File: src/rtl/range_bearing_source_locator_assert.svh
// Assertion macros shared by the source locator RTL.
// Each macro expands to one labeled concurrent assertion clocked on the rising edge.
// Reset is active low; checks are off while it is asserted.
`ifndef RANGE_BEARING_SOURCE_LOCATOR_ASSERT_SVH
`define RANGE_BEARING_SOURCE_LOCATOR_ASSERT_SVH

// Consequence must hold in the same cycle as the antecedent
`define RBSL_ASSERT_NOW(label, clk, rst_n, ante, cons) \
	label: assert property (@(posedge clk) disable iff (!rst_n) (ante) |-> (cons)) \
		else $error("rbsl assertion failed (same cycle)");

// Consequence must hold in the cycle after the antecedent
`define RBSL_ASSERT_NEXT(label, clk, rst_n, ante, cons) \
	label: assert property (@(posedge clk) disable iff (!rst_n) (ante) |=> (cons)) \
		else $error("rbsl assertion failed (next cycle)");

`endif

File: src/rtl/rbsl_pkg.sv
// Shared types, widths, constants and the CORDIC arctangent table.
// No dependencies; used by every module of the source locator.
`timescale 1ns / 1ps
`default_nettype none

package rbsl_pkg;

	localparam int COORD_W  = 24;           // signed Q16.8 position
	localparam int RANGE_W  = 23;           // unsigned Q15.8 range
	localparam int ANGLE_W  = 16;           // binary angle
	localparam int THR_W    = 16;           // agreement threshold
	localparam int POS_W    = 4;            // position within a batch
	localparam int ROT_W    = 34;           // CORDIC datapath, Q.16 plus headroom
	localparam int MAG_W    = 31;           // prescaled start magnitude
	localparam int PROD_W   = RANGE_W + 16; // range times inverse gain
	localparam int RND_W    = ROT_W - 8;    // rotated value rounded to Q.8
	localparam int SUM_W    = RND_W + 1;    // rounded value plus vessel position

	localparam int BATCH_SIZE_DEF   = 10;
	localparam int CORDIC_STEPS_DEF = 16;
	localparam int QUEUE_DEPTH_DEF  = 32;

	localparam logic [15:0]      INV_GAIN  = 16'd39797; // 1/K as Q.16
	localparam logic [THR_W-1:0] THR_RESET = 16'd768;   // 3 m in Q16.8

	typedef logic signed [COORD_W-1:0] coord_t;
	typedef logic signed [ROT_W-1:0]   rot_t;

	typedef struct packed {
		coord_t x;
		coord_t y;
	} point_t;

	// atan(2^-i) with the full circle at 2^32
	function automatic logic [31:0] atan_step(input int unsigned i);
		logic [31:0] a;
		case (i)
			0:       a = 32'd536870912;
			1:       a = 32'd316933406;
			2:       a = 32'd167458907;
			3:       a = 32'd85004756;
			4:       a = 32'd42667331;
			5:       a = 32'd21354465;
			6:       a = 32'd10679838;
			7:       a = 32'd5340245;
			8:       a = 32'd2670163;
			9:       a = 32'd1335087;
			10:      a = 32'd667544;
			11:      a = 32'd333772;
			12:      a = 32'd166886;
			13:      a = 32'd83443;
			14:      a = 32'd41721;
			15:      a = 32'd20860;
			16:      a = 32'd10430;
			17:      a = 32'd5215;
			18:      a = 32'd2607;
			19:      a = 32'd1303;
			20:      a = 32'd651;
			21:      a = 32'd325;
			22:      a = 32'd162;
			23:      a = 32'd81;
			default: a = 32'd0;
		endcase
		return a;
	endfunction

endpackage

`default_nettype wire

File: src/rtl/rbsl_fifo.sv
// Point queue between the CORDIC front end and the batch checker.
// Depends on rbsl_pkg for the point record.
`timescale 1ns / 1ps
`default_nettype none

module rbsl_fifo #(
	parameter int DEPTH = rbsl_pkg::QUEUE_DEPTH_DEF
) (
	input  logic             clk,
	input  logic             arst_n,
	input  logic             wr,
	input  rbsl_pkg::point_t wdata,
	input  logic             rd,
	output logic             avail,
	output rbsl_pkg::point_t rdata
);

	localparam int AW = (DEPTH > 1) ? $clog2(DEPTH) : 1;
	localparam int CW = $clog2(DEPTH + 1);

	rbsl_pkg::point_t mem_q [DEPTH];
	logic [AW-1:0]    wr_ptr_q, rd_ptr_q;
	logic [CW-1:0]    cnt_q;

	// Storage write
	always_ff @(posedge clk) begin
		if (wr) begin
			mem_q[wr_ptr_q] <= wdata;
		end
	end

	// Pointers and fill count
	always_ff @(posedge clk or negedge arst_n) begin
		if (!arst_n) begin
			wr_ptr_q <= '0;
			rd_ptr_q <= '0;
			cnt_q    <= '0;
		end else begin
			if (wr) begin
				wr_ptr_q <= (wr_ptr_q == AW'(DEPTH - 1)) ? '0 : wr_ptr_q + 1'b1;
			end
			if (rd) begin
				rd_ptr_q <= (rd_ptr_q == AW'(DEPTH - 1)) ? '0 : rd_ptr_q + 1'b1;
			end
			if (wr && !rd) begin
				cnt_q <= cnt_q + 1'b1;
			end else if (!wr && rd) begin
				cnt_q <= cnt_q - 1'b1;
			end
		end
	end

	assign avail = (cnt_q != '0);
	assign rdata = mem_q[rd_ptr_q];

endmodule

`default_nettype wire

File: config.mk
export PLATFORM = sky130hd
export DESIGN_NAME = rbsl_fifo
export DESIGN_NICKNAME = d
export VERILOG_FILES = /design/src/rtl/range_bearing_source_locator_assert.svh /design/src/rtl/rbsl_pkg.sv /design/src/rtl/rbsl_fifo.sv
export SDC_FILE = /design/constraint.sdc
export NUM_CORES = 2
export LEC_CHECK = 0
export BUFFER_PORTS_ARGS = -buffer_cell sky130_fd_sc_hd__buf_4
export CORE_ASPECT_RATIO = 2
export CORE_MARGIN = 5
export CORE_UTILIZATION = 29
export DETAILED_ROUTE_END_ITERATION = 10
export HOLD_SLACK_MARGIN = 0.02
export PLACE_DENSITY = 0.4
export SYNTH_ARGS = -nofsm -noshare
export SYNTH_HDL_FRONTEND = slang
export SYNTH_SLANG_ARGS = --single-unit
export TNS_END_PERCENT = 5
File: constraint.sdc
create_clock -name clk -period 13.3 [get_ports clk]
set_input_delay 0 -clock clk [delete_from_list [all_inputs] [get_ports clk]]
set_output_delay 0 -clock clk [all_outputs]
set_load 0.01 [all_outputs]
==> impl_metrics.env <==
export IMPL_clkSinkCount=1552
export IMPL_fp_row_count=234
export IMPL_fin_area_um2=68430
export IMPL_multi_input_area_um2=11820
export IMPL_finalSetupTns_ns=0
export IMPL_synth_top_cell_by_area="edfxtp_1"
export IMPL_dieArea_um2=213000
export IMPL_clk_transition_reported_paths_ns=0.06
export IMPL_synthTopCellsByArea="edfxtp_1, mux4_2, mux2i_1, a22oi_1, o221ai_1"
export IMPL_cts_hold_buf=53
export IMPL_fin_crit_sh_pct=36.38
export IMPL_setup_viol=0
export IMPL_crit_required_ns=13.30
export IMPL_drv_cap=0
export IMPL_clk_path_buf_depth=4
export IMPL_grt_ovfl_total=0
export IMPL_grt_pass1_vias=30620
export IMPL_grt_max_degree=117
export IMPL_fmax_mhz=206.7
export IMPL_critical_path_max_fanout=116
export IMPL_syn_area_um2=58980
export IMPL_fin_skew_ns=0.04303
export IMPL_cts_setup_buffers=0
export IMPL_wl_um=176300
export IMPL_track_usage_pct=16.30
export IMPL_seq_area_um2=46540
export IMPL_r2r_start="wr_ptr_q[4]$_DFFE_PN0P_"
export IMPL_clockRootBuffer="clkbuf_16"
export IMPL_hold_class="primary input to register"
export IMPL_reg2reg_slack_ns=9.75
export IMPL_drtIter0Drc=2005
export IMPL_ys_types=42
export IMPL_start_util_pct=29.07
export IMPL_drv_slew=0
export IMPL_worstSkewPairLatency_ns=0.77
export IMPL_hold_violations=0
export IMPL_crit_family="buffers and inverters"
export IMPL_ys_seq_area_share_pct=78.89
export IMPL_place_port_buffers=100
export IMPL_area_growth_pct=16.02
export IMPL_outcome="complete, no violations"
export IMPL_die_h_um=647.8
export IMPL_min_to="rd_ptr_q[4]$_DFFE_PN0P_"
export IMPL_dpl_cell_area_um2=63140
export IMPL_drt_antenna_violating_nets=0
export IMPL_numCtsBuffers=153
export IMPL_nNetsFinal=2944
export IMPL_min_path_cells=4
export IMPL_post_route_min_period_ns=4.838
export IMPL_slew_headroom_pct=16.61
export IMPL_power_density_nw_per_um2=192.4
export IMPL_crit_top_cell="buf_4"
export IMPL_rr_worst_depth=3
export IMPL_end_kind="output port"
export IMPL_min_from="rd"
export IMPL_worst_pin_slew_ns=1.251
export IMPL_cpPeakStageDelay_ns=0.87
export IMPL_htree_num_levels=4
export IMPL_antenna_found_initial=10
export IMPL_fillCellCount=18890
export IMPL_route_detailed_drc=0
export IMPL_core_um2=202900
export IMPL_synthCells=2650
export IMPL_criticalPathCategory="register to output port"
export IMPL_power_mw=13.16
export IMPL_postSynthNetCount=2715
export IMPL_pin_count=101
export IMPL_grt_pass1_wl_um=245000
export IMPL_syn_area_per_cell_um2=22.25
export IMPL_cp_arrival_ns=4.84
export IMPL_synth_top_area_share_pct=78.21
export IMPL_final_common_cell="edfxtp_1"
export IMPL_drt_pass1_iter_count=5
export IMPL_p_leak_nw=21.17
export IMPL_slowest_stage="buf_4"
export IMPL_vias=28360
export IMPL_path_cells="buf_12, buf_4, mux2i_1, o221ai_1, a21oi_1, a22oi_1, buf_4"
export IMPL_drt_wirelength_per_cell_um=30.89
export IMPL_drive_above_1_share_pct=23.94
export IMPL_setup_slack_ns=8.462
export IMPL_yosysWarnings=0
export IMPL_final_cell_mix="edfxtp_1, mux4_2, mux2i_1"
export IMPL_dp_hpwl_um=94140
export IMPL_cts_resized=0
export IMPL_r2r_end="mem_q[23][43]$_DFFE_PP_"
export IMPL_yosys_register_bits=1552
export IMPL_tritoncts="done"
export IMPL_rsz0062_at_grt="false"
export IMPL_gp_congestion=0.7166
export IMPL_start_kind="register"
export IMPL_viasPerCell=4.970
export IMPL_fp_dieW_um=328.9
export IMPL_vdd_drop_max_mv=0.1312
export IMPL_pre_cts_ws_ns=8.964
export IMPL_cp_buffers_inverters=3
==> worst max path at each step <==
| stage | start | to | slack [ns] | cells after the start |
|---|---|---|---|---|
| final | rd_ptr_q[0]$_DFFE_PN0P_ | rdata[38] | 8.46 | 7 |
| after detailed placement | rd_ptr_q[0]$_DFFE_PN0P_ | rdata[38] | 8.96 | 7 |
| after global placement | rd_ptr_q[0]$_DFFE_PN0P_ | rdata[38] | 8.94 | 7 |
| after global routing | rd_ptr_q[0]$_DFFE_PN0P_ | rdata[38] | 8.11 | 7 |
| after CTS | rd_ptr_q[0]$_DFFE_PN0P_ | rdata[38] | 8.15 | 7 |
| after floorplan | wr_ptr_q[2]$_DFFE_PN0P_ | mem_q[12][0]$_DFFE_PP_ | 8.65 | 3 |
==> area by class of cell <==
class	instances	area share, %
inverters	6	0.03474
clock buffers	191	5.941
clock inverters	72	0.9874
diodes	5	0.01829
well taps	2714	4.963
flip-flops and latches	1552	68.01
repair buffers	229	2.761
multi-input cells	937	17.28
==> stage by stage <==
| stage | util, % | cells | hold slack, ns |
|---|---|---|---|
| floorplan | - | 2650 | -0.2956 |
| global placement | 31.12 | 5385 | -0.1070 |
| detailed placement | 31.12 | 5385 | -0.1007 |
| CTS | 33.72 | 5701 | 0.04497 |
| global route | 33.72 | 5703 | 0.1168 |
| finish | 33.72 | 5706 | 0.1042 |
==> sequential cells by signal (all words and copies together), names as in the netlist <==
name and cells:
rd_ptr_q 5, wr_ptr_q 5, cnt_q 6, mem_q 1536
==> logic make-up after synthesis <==
family | after synthesis | synth area share [%]
compound gates | 357 | 4.292
xor+xnor | 5 | 0.07427
fa+ha+maj | 13 | 0.2885
buf+inv | 161 | 1.483
flops | 1552 | 78.89
mux | 483 | 14.34
simple gates | 79 | 0.6386
==> where the power goes <==
part	total [mW]	switching (mW)	internal [mW]
registers	5.79	0.161	5.63
clock network	4.22	1.84	2.38
logic	3.15	1.98	1.16
==> synthesized netlist by cell type (all sizes together) <==
cell and instances:
a22o 1, nor2b 3, a311oi 1, o2bb2ai 1
a2111oi 2, o221ai 94, a32o 1, buf 88
a22oi 141, or3 1, a21o 3, inv 6
nand3b 4, edfxtp 1536, mux2 3, nand2b 1
nor2 26, mux2i 191, clkbuf 67, nand4b 1
a21oi 98, nor3 13, nand2 16, nand3 6
fa 1, and3 2, or4 1, ha 12
nor3b 2, xor2 2, o21ai 11, xnor2 3
o211ai 1, dfrtp 16, o22ai 2, mux4 289
a211oi 1, nor4 3
==> tightest hold or removal path, stage by stage <==
cell and delay (ns):
dlygate4sd3_1 0.56, buf_4 0.15, nand2_1 0.05, o21ai_0 0.06
==> per-layer routing <==
layer,vias up,track usage (%),wire [um]
met4,2,4.485,4784
met5,-,0,13
met2,608,31.45,98950
li1,11790,-,-
met1,15710,19.00,67260
met3,242,1.777,5243
Note: power is estimated with default switching activity, not from simulation.
