### src/rtl/range_bearing_source_locator_assert.svh
// Assertion macros shared by the source locator RTL.
// Each macro expands to one labeled concurrent assertion clocked on the rising edge.
// Reset is active low; checks are off while it is asserted.
`ifndef RANGE_BEARING_SOURCE_LOCATOR_ASSERT_SVH
`define RANGE_BEARING_SOURCE_LOCATOR_ASSERT_SVH

// Consequence must hold in the same cycle as the antecedent
`define RBSL_ASSERT_NOW(label, clk, rst_n, ante, cons) \
	label: assert property (@(posedge clk) disable iff (!rst_n) (ante) |-> (cons)) \
		else $error("rbsl assertion failed (same cycle)");

// Consequence must hold in the cycle after the antecedent
`define RBSL_ASSERT_NEXT(label, clk, rst_n, ante, cons) \
	label: assert property (@(posedge clk) disable iff (!rst_n) (ante) |=> (cons)) \
		else $error("rbsl assertion failed (next cycle)");

`endif

### src/rtl/rbsl_pkg.sv
// Shared types, widths, constants and the CORDIC arctangent table.
// No dependencies; used by every module of the source locator.
`timescale 1ns / 1ps
`default_nettype none

package rbsl_pkg;

	localparam int COORD_W  = 24;           // signed Q16.8 position
	localparam int RANGE_W  = 23;           // unsigned Q15.8 range
	localparam int ANGLE_W  = 16;           // binary angle
	localparam int THR_W    = 16;           // agreement threshold
	localparam int POS_W    = 4;            // position within a batch
	localparam int ROT_W    = 34;           // CORDIC datapath, Q.16 plus headroom
	localparam int MAG_W    = 31;           // prescaled start magnitude
	localparam int PROD_W   = RANGE_W + 16; // range times inverse gain
	localparam int RND_W    = ROT_W - 8;    // rotated value rounded to Q.8
	localparam int SUM_W    = RND_W + 1;    // rounded value plus vessel position

	localparam int BATCH_SIZE_DEF   = 10;
	localparam int CORDIC_STEPS_DEF = 16;
	localparam int QUEUE_DEPTH_DEF  = 32;

	localparam logic [15:0]      INV_GAIN  = 16'd39797; // 1/K as Q.16
	localparam logic [THR_W-1:0] THR_RESET = 16'd768;   // 3 m in Q16.8

	typedef logic signed [COORD_W-1:0] coord_t;
	typedef logic signed [ROT_W-1:0]   rot_t;

	typedef struct packed {
		coord_t x;
		coord_t y;
	} point_t;

	// atan(2^-i) with the full circle at 2^32
	function automatic logic [31:0] atan_step(input int unsigned i);
		logic [31:0] a;
		case (i)
			0:       a = 32'd536870912;
			1:       a = 32'd316933406;
			2:       a = 32'd167458907;
			3:       a = 32'd85004756;
			4:       a = 32'd42667331;
			5:       a = 32'd21354465;
			6:       a = 32'd10679838;
			7:       a = 32'd5340245;
			8:       a = 32'd2670163;
			9:       a = 32'd1335087;
			10:      a = 32'd667544;
			11:      a = 32'd333772;
			12:      a = 32'd166886;
			13:      a = 32'd83443;
			14:      a = 32'd41721;
			15:      a = 32'd20860;
			16:      a = 32'd10430;
			17:      a = 32'd5215;
			18:      a = 32'd2607;
			19:      a = 32'd1303;
			20:      a = 32'd651;
			21:      a = 32'd325;
			22:      a = 32'd162;
			23:      a = 32'd81;
			default: a = 32'd0;
		endcase
		return a;
	endfunction

endpackage

`default_nettype wire

### src/rtl/rbsl_back.sv
// Back end: batch counting, three-point agreement check, fix latch, result register,
// and the threshold register. Depends on rbsl_pkg and the assertion macro header.
`timescale 1ns / 1ps
`default_nettype none

`include "range_bearing_source_locator_assert.svh"

module rbsl_back #(
	parameter int BATCH_SIZE = rbsl_pkg::BATCH_SIZE_DEF
) (
	input  logic                           clk,
	input  logic                           arst_n,
	input  logic                           head_avail,
	input  rbsl_pkg::point_t               head,
	output logic                           take,
	input  logic                           cfg_valid,
	output logic                           cfg_ready,
	input  logic [rbsl_pkg::THR_W-1:0]     cfg_data,
	input  logic                           pop,
	output logic                           empty,
	output rbsl_pkg::coord_t               point_x,
	output rbsl_pkg::coord_t               point_y,
	output logic [rbsl_pkg::POS_W-1:0]     batch_position,
	output logic                           fix_now,
	output logic                           fix_held
);

	localparam int CW = rbsl_pkg::COORD_W;
	localparam int PW = rbsl_pkg::POS_W;

	// Threshold register, writable at any time
	logic [rbsl_pkg::THR_W-1:0] thr_q;

	assign cfg_ready = 1'b1;

	always_ff @(posedge clk or negedge arst_n) begin
		if (!arst_n) begin
			thr_q <= rbsl_pkg::THR_RESET;
		end else if (cfg_valid && cfg_ready) begin
			thr_q <= cfg_data;
		end
	end

	// Batch and fix state
	logic [PW-1:0]    count_q;
	rbsl_pkg::coord_t prev0_x_q, prev0_y_q, prev1_x_q, prev1_y_q;
	logic             fix_q;
	rbsl_pkg::coord_t fix_x_q, fix_y_q;

	// Result register
	logic             out_v_q;
	rbsl_pkg::coord_t out_x_q, out_y_q;
	logic [PW-1:0]    out_pos_q;
	logic             out_now_q, out_held_q;

	function automatic logic [CW:0] abs_diff(input rbsl_pkg::coord_t a, input rbsl_pkg::coord_t b);
		logic signed [CW:0] d;
		d = {a[CW-1], a} - {b[CW-1], b};
		return d[CW] ? -d : d;
	endfunction

	// Take the next point when the result register is free or being drained
	logic          fire;
	logic [PW:0]   next_cnt;
	logic          last;
	logic [CW:0]   thr_ext;
	logic          agree;

	assign fire     = head_avail && (!out_v_q || pop);
	assign take     = fire;
	assign next_cnt = {1'b0, count_q} + 1'b1;
	assign last     = (next_cnt >= (PW + 1)'(BATCH_SIZE));
	assign thr_ext  = (CW + 1)'(thr_q);
	assign agree    = (abs_diff(head.x, prev0_x_q) < thr_ext) &&
		(abs_diff(head.x, prev1_x_q) < thr_ext) &&
		(abs_diff(head.y, prev0_y_q) < thr_ext) &&
		(abs_diff(head.y, prev1_y_q) < thr_ext);

	// Control state update
	always_ff @(posedge clk or negedge arst_n) begin
		if (!arst_n) begin
			count_q   <= '0;
			fix_q     <= 1'b0;
			prev0_x_q <= '0;
			prev0_y_q <= '0;
			prev1_x_q <= '0;
			prev1_y_q <= '0;
			out_v_q   <= 1'b0;
		end else begin
			if (fire) begin
				out_v_q <= 1'b1;
			end else if (pop) begin
				out_v_q <= 1'b0;
			end
			if (fire && !fix_q) begin
				count_q   <= last ? '0 : next_cnt[PW-1:0];
				fix_q     <= last && agree;
				prev1_x_q <= prev0_x_q;
				prev1_y_q <= prev0_y_q;
				prev0_x_q <= head.x;
				prev0_y_q <= head.y;
			end
		end
	end

	// Fix point and result payload
	always_ff @(posedge clk) begin
		if (fire && !fix_q && last && agree) begin
			fix_x_q <= head.x;
			fix_y_q <= head.y;
		end
		if (fire) begin
			out_pos_q <= count_q;
			if (fix_q) begin
				out_x_q    <= fix_x_q;
				out_y_q    <= fix_y_q;
				out_now_q  <= 1'b0;
				out_held_q <= 1'b1;
			end else begin
				out_x_q    <= head.x;
				out_y_q    <= head.y;
				out_now_q  <= last && agree;
				out_held_q <= last && agree;
			end
		end
	end

	assign empty          = !out_v_q;
	assign point_x        = out_x_q;
	assign point_y        = out_y_q;
	assign batch_position = out_pos_q;
	assign fix_now        = out_now_q;
	assign fix_held       = out_held_q;

	// A fresh fix is always reported as held
	`RBSL_ASSERT_NOW(a_now_implies_held, clk, arst_n, out_v_q && out_now_q, out_held_q)
	// Once latched, the fix never clears
	`RBSL_ASSERT_NEXT(a_fix_sticky, clk, arst_n, fix_q, fix_q)
	// Batch counter stays inside the batch
	`RBSL_ASSERT_NOW(a_count_range, clk, arst_n, 1'b1, {1'b0, count_q} < (PW + 1)'(BATCH_SIZE))
	// While a fix is held the result carries the latched point
	`RBSL_ASSERT_NEXT(a_held_point, clk, arst_n, fire && fix_q,
		(out_x_q == fix_x_q) && (out_y_q == fix_y_q) && out_held_q && !out_now_q)

endmodule

`default_nettype wire

### config.mk
export PLATFORM = sky130hd
export DESIGN_NAME = rbsl_back
export DESIGN_NICKNAME = d
export VERILOG_FILES = /design/src/rtl/rbsl_pkg.sv /design/src/rtl/rbsl_back.sv
export VERILOG_INCLUDE_DIRS = /design/src /design/src/rtl
export SDC_FILE = /design/constraint.sdc
export NUM_CORES = 1
export LEC_CHECK = 0
export CELL_PAD_IN_SITES_DETAIL_PLACEMENT = 1
export CELL_PAD_IN_SITES_GLOBAL_PLACEMENT = 2
export CORE_MARGIN = 10
export CORE_UTILIZATION = 44
export CTS_CLUSTER_DIAMETER = 200
export CTS_CLUSTER_SIZE = 24
export DETAILED_ROUTE_END_ITERATION = 8
export DONT_BUFFER_PORTS = 1
export MAX_ROUTING_LAYER = met4
export PLACE_DENSITY = 0.86
export SLEW_MARGIN = 20
export SYNTH_ARGS = -nofsm -noshare
export SYNTH_HDL_FRONTEND = slang
export SYNTH_SLANG_ARGS = --single-unit
### constraint.sdc
create_clock -name clk -period 21.1 [get_ports clk]
set_input_delay 3.165 -clock clk [delete_from_list [all_inputs] [get_ports clk]]
set_output_delay 3.165 -clock clk [all_outputs]
set_load 0.1 [all_outputs]
==> results.cfg, run 1 <==
[die]
row_count = 74
ios = 126
initial_core_util_pct = 44.75
die_w_um = 224.5
fp.coreArea_um2 = 41110
die_area_um2 = 50380
die_y_um = 224.5

[logic_synthesis]
ys.flop_type = dfrtp_1
synth-seq-area-share_pct = 32.72
synth_fp_nets = 2386
yosysMostFrequentCell = nand2_1
ys_top_cells_by_area = edfxtp_1 (17%), dfrtp_1 (16%), ha_1 (11%)
synth_area_um2 = 18400
synth_cell_types = 96
synth_common_cells = nand2_1 (259), o21ai_0 (243), ha_1 (162), a21oi_1 (146), inv_1 (137)
syn_inst = 2151
synth_warnings = 0
avgSynthCellArea_um2 = 8.552
async_flop_share_pct = 53.64
synth_top_area_share_pct = 16.65
yosysTopAreaCell = edfxtp_1
synth_edf_count = 102
ys_ff_latch = 220

[critical_path]
crit_fanout = 28
rrSetupSlack_ns = 14.50
crit-reg2reg-launch = prev0_x_q[2]
required_ns = 21.22
arrival_ns = 8.95
crit_path_start = head[24]
critPathKind = in -> reg
crit_path_start_kind = input port
cp-end-kind = flip-flop

[global_routing]
grt_pass1_wl_um = 94740
grt_pass1_vias = 16610
antenna_found_initial = 0
grt_max_degree = 119
gr-total-overflow = 0
grt_usage_pct = 23.91
grt-busiest-layer = met2
use_met2_pct = 36.25
grtUsageMet1_pct = 33.83
grtUsageMet3_pct = 3.396

[timing]
drv_slew = 0
finalSetupViolCount = 0
tightestPinTransition_ns = 1.098
period_share_pct = 41.84
hold_viol = 0
tns_ns = 0
maxSlewHeadroom_pct = 24.90
finClkSkew_ns = 0.05193
period_minus_slack_ns = 8.829
clock.fmax_ghz = 0.1133
rsz0062_at_grt = no

[clock_network]
htreeDepth = 1
path_clk_slew_ns = 0.10
cts_tree = built
cts_setup_buffers = 0
cts_repair_resize_count = 0
hold_buffers = 0
insertion_delay_ns = 0.53
cts_buffer_depth = 3
cts.sinks = 220
root_buffer = clkbuf_16
cts_buffers = 13

[hold_path]
hp-class = reg -> reg
hp-start = prev0_y_q[15]

[status]
run_status = finished, final reports clean

[routing]
drtIter0Drc = 1265
vias = 16320
ant_nets = 0
routed_wl_um = 59790
drc = 0
routedWlPerCell_um = 22.76
vias_per_cell = 6.213
drt_pass1_iterations = 5

[final_layout]
syn_to_final_growth_pct = 4.306
num_antenna_cells = 0
multiInputGateArea_um2 = 11530
drive_above_1_share_pct = 5.346
fill_cells = 4876
register_area_um2 = 6020
nNetsFinal = 2324
postLayoutCoreUtil_pct = 46.67

[placement]
dp_hpwl_um = 47720
gp_congestion = 0.9134
port_buffers = 0

[power_and_ir_drop]
p_per_area_nw_per_um2 = 67.61
p_leak_nw = 7.747
peakVddDrop_v = 0.00007609

[flow_run]
cap_viol_max_count = 0
==> registers in the layout (all words and copies together) (netlist names), 4 cells and up <==
register	cells
prev0_y_q	24
prev0_x_q	24
point_x	24
thr_q	16
batch_position	4
count_q	4
prev1_x_q	24
fix_x_q	24
fix_y_q	24
point_y	24
prev1_y_q	24
==> metrics by stage <==
step	power (mW)	worst slack [ns]	hold WS [ns]	instances	area, um^2
floorplan	0.8878	9.689	0.4498	2151	18400
global placement	1.012	12.00	0.4556	2606	18810
detailed placement	1.032	11.83	0.4698	2606	18810
CTS	1.304	12.33	0.4846	2627	19180
global route	1.383	11.84	0.5053	2627	19190
finish	1.297	12.27	0.4758	2627	19190
==> routing by layer <==
metal / up-vias / wire length, um
met2: 342 / 26110
met5: - / 0
met3: 45 / 3196
li1: 7762 / -
met4: 0 / 776
met1: 8173 / 29710
==> critical path: stages <==
cell	delay, ns
inv_1	0.05
ha_1	0.22
fa_1	0.40
nand2b_1	0.19
a21oi_1	0.16
xor2_1	0.15
a2111oi_1	0.87
and4_1	0.53
a21oi_1	0.13
xnor2_1	0.15
ha_1	0.29
and4_1	0.22
a221oi_1	0.26
o21a_1	0.18
o21ai_0	0.10
a2111oi_0	0.37
o21ai_0	0.15
nor4_1	0.34
nand4_1	0.25
nor3_2	0.25
buf_4	0.47
==> placed cells by master, fill, tap and decap left out, types with 9 or more instances in the layout <==
master     count
nand2_1      259
o21ai_0      243
ha_1         162
a21oi_1      146
inv_1        136
dfrtp_1      115
nor2_1       109
edfxtp_1     102
xnor2_1       65
mux2_2        48
nor3_1        47
xor2_1        40
a21o_1        39
nand3_1       39
and2_1        33
nand4_1       31
nor2b_1       26
a211oi_1      24
a31oi_1       23
nand2b_1      23
o21a_1        22
o211ai_1      22
or3_1         22
o31ai_1       17
and3_1        16
a21boi_0      14
o2111ai_1     14
clkbuf_16     13
nor3b_1       12
and4_1        11
buf_4         11
mux2i_1       10
nor4_1        10
or4_1         10
nor4b_1       10
or2_2          9
o2111a_1       9
==> cell families (layout without fill, tap and decap cells) <==
logic type,Yosys count,after routing,share of synthesized area (%)
AOI/OAI and AO/OA,680,680,23.49
muxes,58,58,3.483
buffers and inverters,225,169,4.700
xor gates and xnor gates,107,107,5.176
other,1,1,0.02039
and+or+nand+nor,694,694,18.96
adders and majority gates,166,166,11.45
DFF,220,220,32.72
==> where the power goes <==
group / internal, mW / switching, mW / total [mW]
clock: 0.119 / 0.147 / 0.266
combinational: 0.197 / 0.335 / 0.531
sequential: 0.466 / 0.0342 / 0.500
==> path summary, 6_finish.rpt <==
check | end | cells past startpoint
hold / removal | prev1_y_q[15] | 2
hold reg to reg | prev1_y_q[15] | 2
min in group asynchronous | thr_q[3] | 0
setup reg to reg | fix_y_q[16] | 20
setup / recovery | fix_y_q[16] | 21
max in group asynchronous | thr_q[8] | 0
==> area by class of cell <==
cell class                      instances  share of cell area (%)
Timing Repair Buffer                   11                  0.4304
Clock buffer                           20                   1.832
Sequential cell                       220                   31.37
Inverter                              137                   2.693
Clock inverter                          1                  0.1043
Multi-Input combinational cell       1706                   60.10
Tap cell                              532                   3.469
(Power assumes the default switching activity.)
==> run 2, diff against run 1 <==
--- a/config.mk
+++ b/config.mk
@@ -9,13 +9,13 @@
 export CELL_PAD_IN_SITES_DETAIL_PLACEMENT = 1
 export CELL_PAD_IN_SITES_GLOBAL_PLACEMENT = 2
 export CORE_MARGIN = 10
-export CORE_UTILIZATION = 44
+export CORE_UTILIZATION = 37
 export CTS_CLUSTER_DIAMETER = 200
 export CTS_CLUSTER_SIZE = 24
 export DETAILED_ROUTE_END_ITERATION = 8
 export DONT_BUFFER_PORTS = 1
 export MAX_ROUTING_LAYER = met4
-export PLACE_DENSITY = 0.86
+export PLACE_DENSITY = 0.77
 export SLEW_MARGIN = 20
 export SYNTH_ARGS = -nofsm -noshare
 export SYNTH_HDL_FRONTEND = slang
==> constraint.sdc (replaced) <==
create_clock -name clk -period 7.6 [get_ports clk]
set_input_delay 1.14 -clock clk [delete_from_list [all_inputs] [get_ports clk]]
set_output_delay 1.14 -clock clk [all_outputs]
set_load 0.1 [all_outputs]
==> run 2 against run 1 <==
Flip-flop and latch count is the same. Critical path type unchanged. Core utilization fell by 7.1 points. Clock power grew to 2.8 times the previous value. First-iteration DRC count decreased by 5.4%. Largest power group unchanged. Die area is 17% higher. Non-clock buffer count rose by 6.
==> results.cfg, run 2 (synthesis gave the netlist of run 1 again) <==
[hold_path]
hp-class = in -> async

[clock_network]
htreeDepth = 1
cts_buffers = 13
root_buffer = clkbuf_16
cts_repair_resize_count = 0
hold_buffers = 0
cts_buffer_depth = 3
insertion_delay_ns = 0.55
cts.sinks = 220
path_clk_slew_ns = 0.10
cts_tree = built
cts_setup_buffers = 0

[timing]
tightestPinTransition_ns = 0.9803
finClkSkew_ns = 0.04924
period_minus_slack_ns = 6.514
period_share_pct = 85.70
clock.fmax_ghz = 0.1535
tns_ns = 0
maxSlewHeadroom_pct = 34.78
hold_viol = 0
rsz0062_at_grt = no
finalSetupViolCount = 0
drv_slew = 0
whs_ns = 0.2774

[die]
row_count = 81
ios = 126
fp.coreArea_um2 = 49050
initial_core_util_pct = 37.50
die_y_um = 243.0
die_area_um2 = 59030
die_w_um = 243.0

[global_routing]
grt_pass1_vias = 16210
grt_pass1_wl_um = 93160
grt_max_degree = 119
antenna_found_initial = 0
gr-total-overflow = 0
grt_usage_pct = 19.87

[routing]
wl_met2_um = 25490
highest_layer = met4
met3WireLength_um = 2576
drtIter0Drc = 1197
routedWlPerCell_um = 21.31
drc = 0
routed_wl_um = 58910
wl_met1_um = 30020
ant_nets = 0
drt_pass1_iterations = 5
vias_per_cell = 5.824
vias = 16100

[critical_path]
r2r_end = fix_x_q[16]
slowest_delay_ns = 0.61
slowest_stage = a2111oi_0
r2r_cells = 20
critPathKind = in -> reg
critical-path-top-delay-family = simple AND/OR/NAND/NOR gates
arrival_ns = 6.70
crit-reg2reg-launch = prev0_x_q[0]
worst-path-buf-inv = 2
crit_path_start_kind = input port
path_cells = inv_1 -> ha_1 -> fa_1 -> xor2_1 -> nand3_1 -> a2111oi_0 -> and4_1 -> and3_1 -> nor2_1 -> xnor2_1 -> ha_1 -> and4_1 -> a221oi_1 -> o21a_1 -> o21ai_0 -> a2111oi_0 -> o21ai_0 -> nor4_1 -> nand4_1 -> nor3_4 -> buf_12
rrSetupSlack_ns = 1.33
crit_fanout = 40
required_ns = 7.78
cp-end-kind = flip-flop

[final_layout]
nNetsFinal = 2330
postLayoutCoreUtil_pct = 39.59
layout_common_cells = nand2_1 (259), o21ai_0 (243), ha_1 (162)
drive_above_1_share_pct = 5.664
final_common_cell = nand2_1
syn_to_final_growth_pct = 5.571
num_antenna_cells = 0
layout.cells.non_filler = 2765

[power_and_ir_drop]
total_power_mw = 3.596
p_sw_mw = 1.426
p_per_area_nw_per_um2 = 185.2
power_frac_comb_pct = 40.5
intPower_mw = 2.171
power_frac_seq_pct = 38.6
p_leak_nw = 7.801
p_clk_share_pct = 21.0
p_sw_share_pct = 39.64
peakVddDrop_v = 0.0001157

[placement]
gp_congestion = 0.8852
dp_hpwl_um = 46950
port_buffers = 0
dp_cells = 2744

[status]
run_status = finished, final reports clean

[flow_run]
cap_viol_max_count = 0
## run 2: metal layers
layer,up-vias,global-route usage (%)
li1,7802,-
met1,8005,28.50
met2,257,29.63
met3,39,2.658
met4,0,3.400
met5,-,-
## run 2: worst reg2reg max path, cell delays in order, from the launching register on
cell,delay [ns]
dfrtp_1,0.42
ha_1,0.22
fa_1,0.40
xor2_1,0.31
nand3_1,0.17
a2111oi_0,0.61
and4_1,0.33
and3_1,0.34
nor2_1,0.09
xnor2_1,0.14
ha_1,0.29
and4_1,0.21
a221oi_1,0.27
o21a_1,0.20
o21ai_0,0.13
a2111oi_0,0.39
o21ai_0,0.15
nor4_1,0.30
nand4_1,0.28
nor3_4,0.31
buf_12,0.34
## run 2: worst max-delay path by stage
stage / slack [ns] / startpoint / endpoint / depth (start not counted)
after floorplan: 0.38 / head[24] / fix_x_q[0] / 24
after global placement: 0.81 / head[24] / fix_y_q[3] / 21
after detailed placement: 0.64 / head[24] / fix_y_q[3] / 25
after CTS: 1.18 / head[24] / fix_x_q[19] / 25
after global routing: 0.59 / head[24] / fix_x_q[16] / 21
final: 1.09 / head[24] / fix_x_q[16] / 21
## run 2: power groups by stage
stage / combinational [mW] / clock (mW) / sequential, mW
floorplan: 1.06 / 0 / 1.41
global placement: 1.39 / 0 / 1.41
detailed placement: 1.44 / 0 / 1.41
CTS: 1.45 / 0.795 / 1.39
global route: 1.63 / 0.838 / 1.39
finish: 1.45 / 0.754 / 1.39
## run 2: area by class of cell
| type | count | area (um^2) |
|---|---|---|
| fill | 5801 | 29630 |
| multi-input combinational | 1706 | 11540 |
| sequential | 220 | 6020 |
| tap | 664 | 830.8 |
| inverter | 137 | 516.7 |
| clock buffer | 19 | 347.8 |
| timing repair buffer | 17 | 140.1 |
| clock inverter | 2 | 28.78 |
## run 2: stage by stage
stage | setup slack [ns] | instance area, um^2
final | 1.086 | 19420
after global routing | 0.5871 | 19420
after CTS | 1.180 | 19420
after detailed placement | 0.6434 | 19040
after global placement | 0.8096 | 19040
after floorplan | 0.3775 | 18410
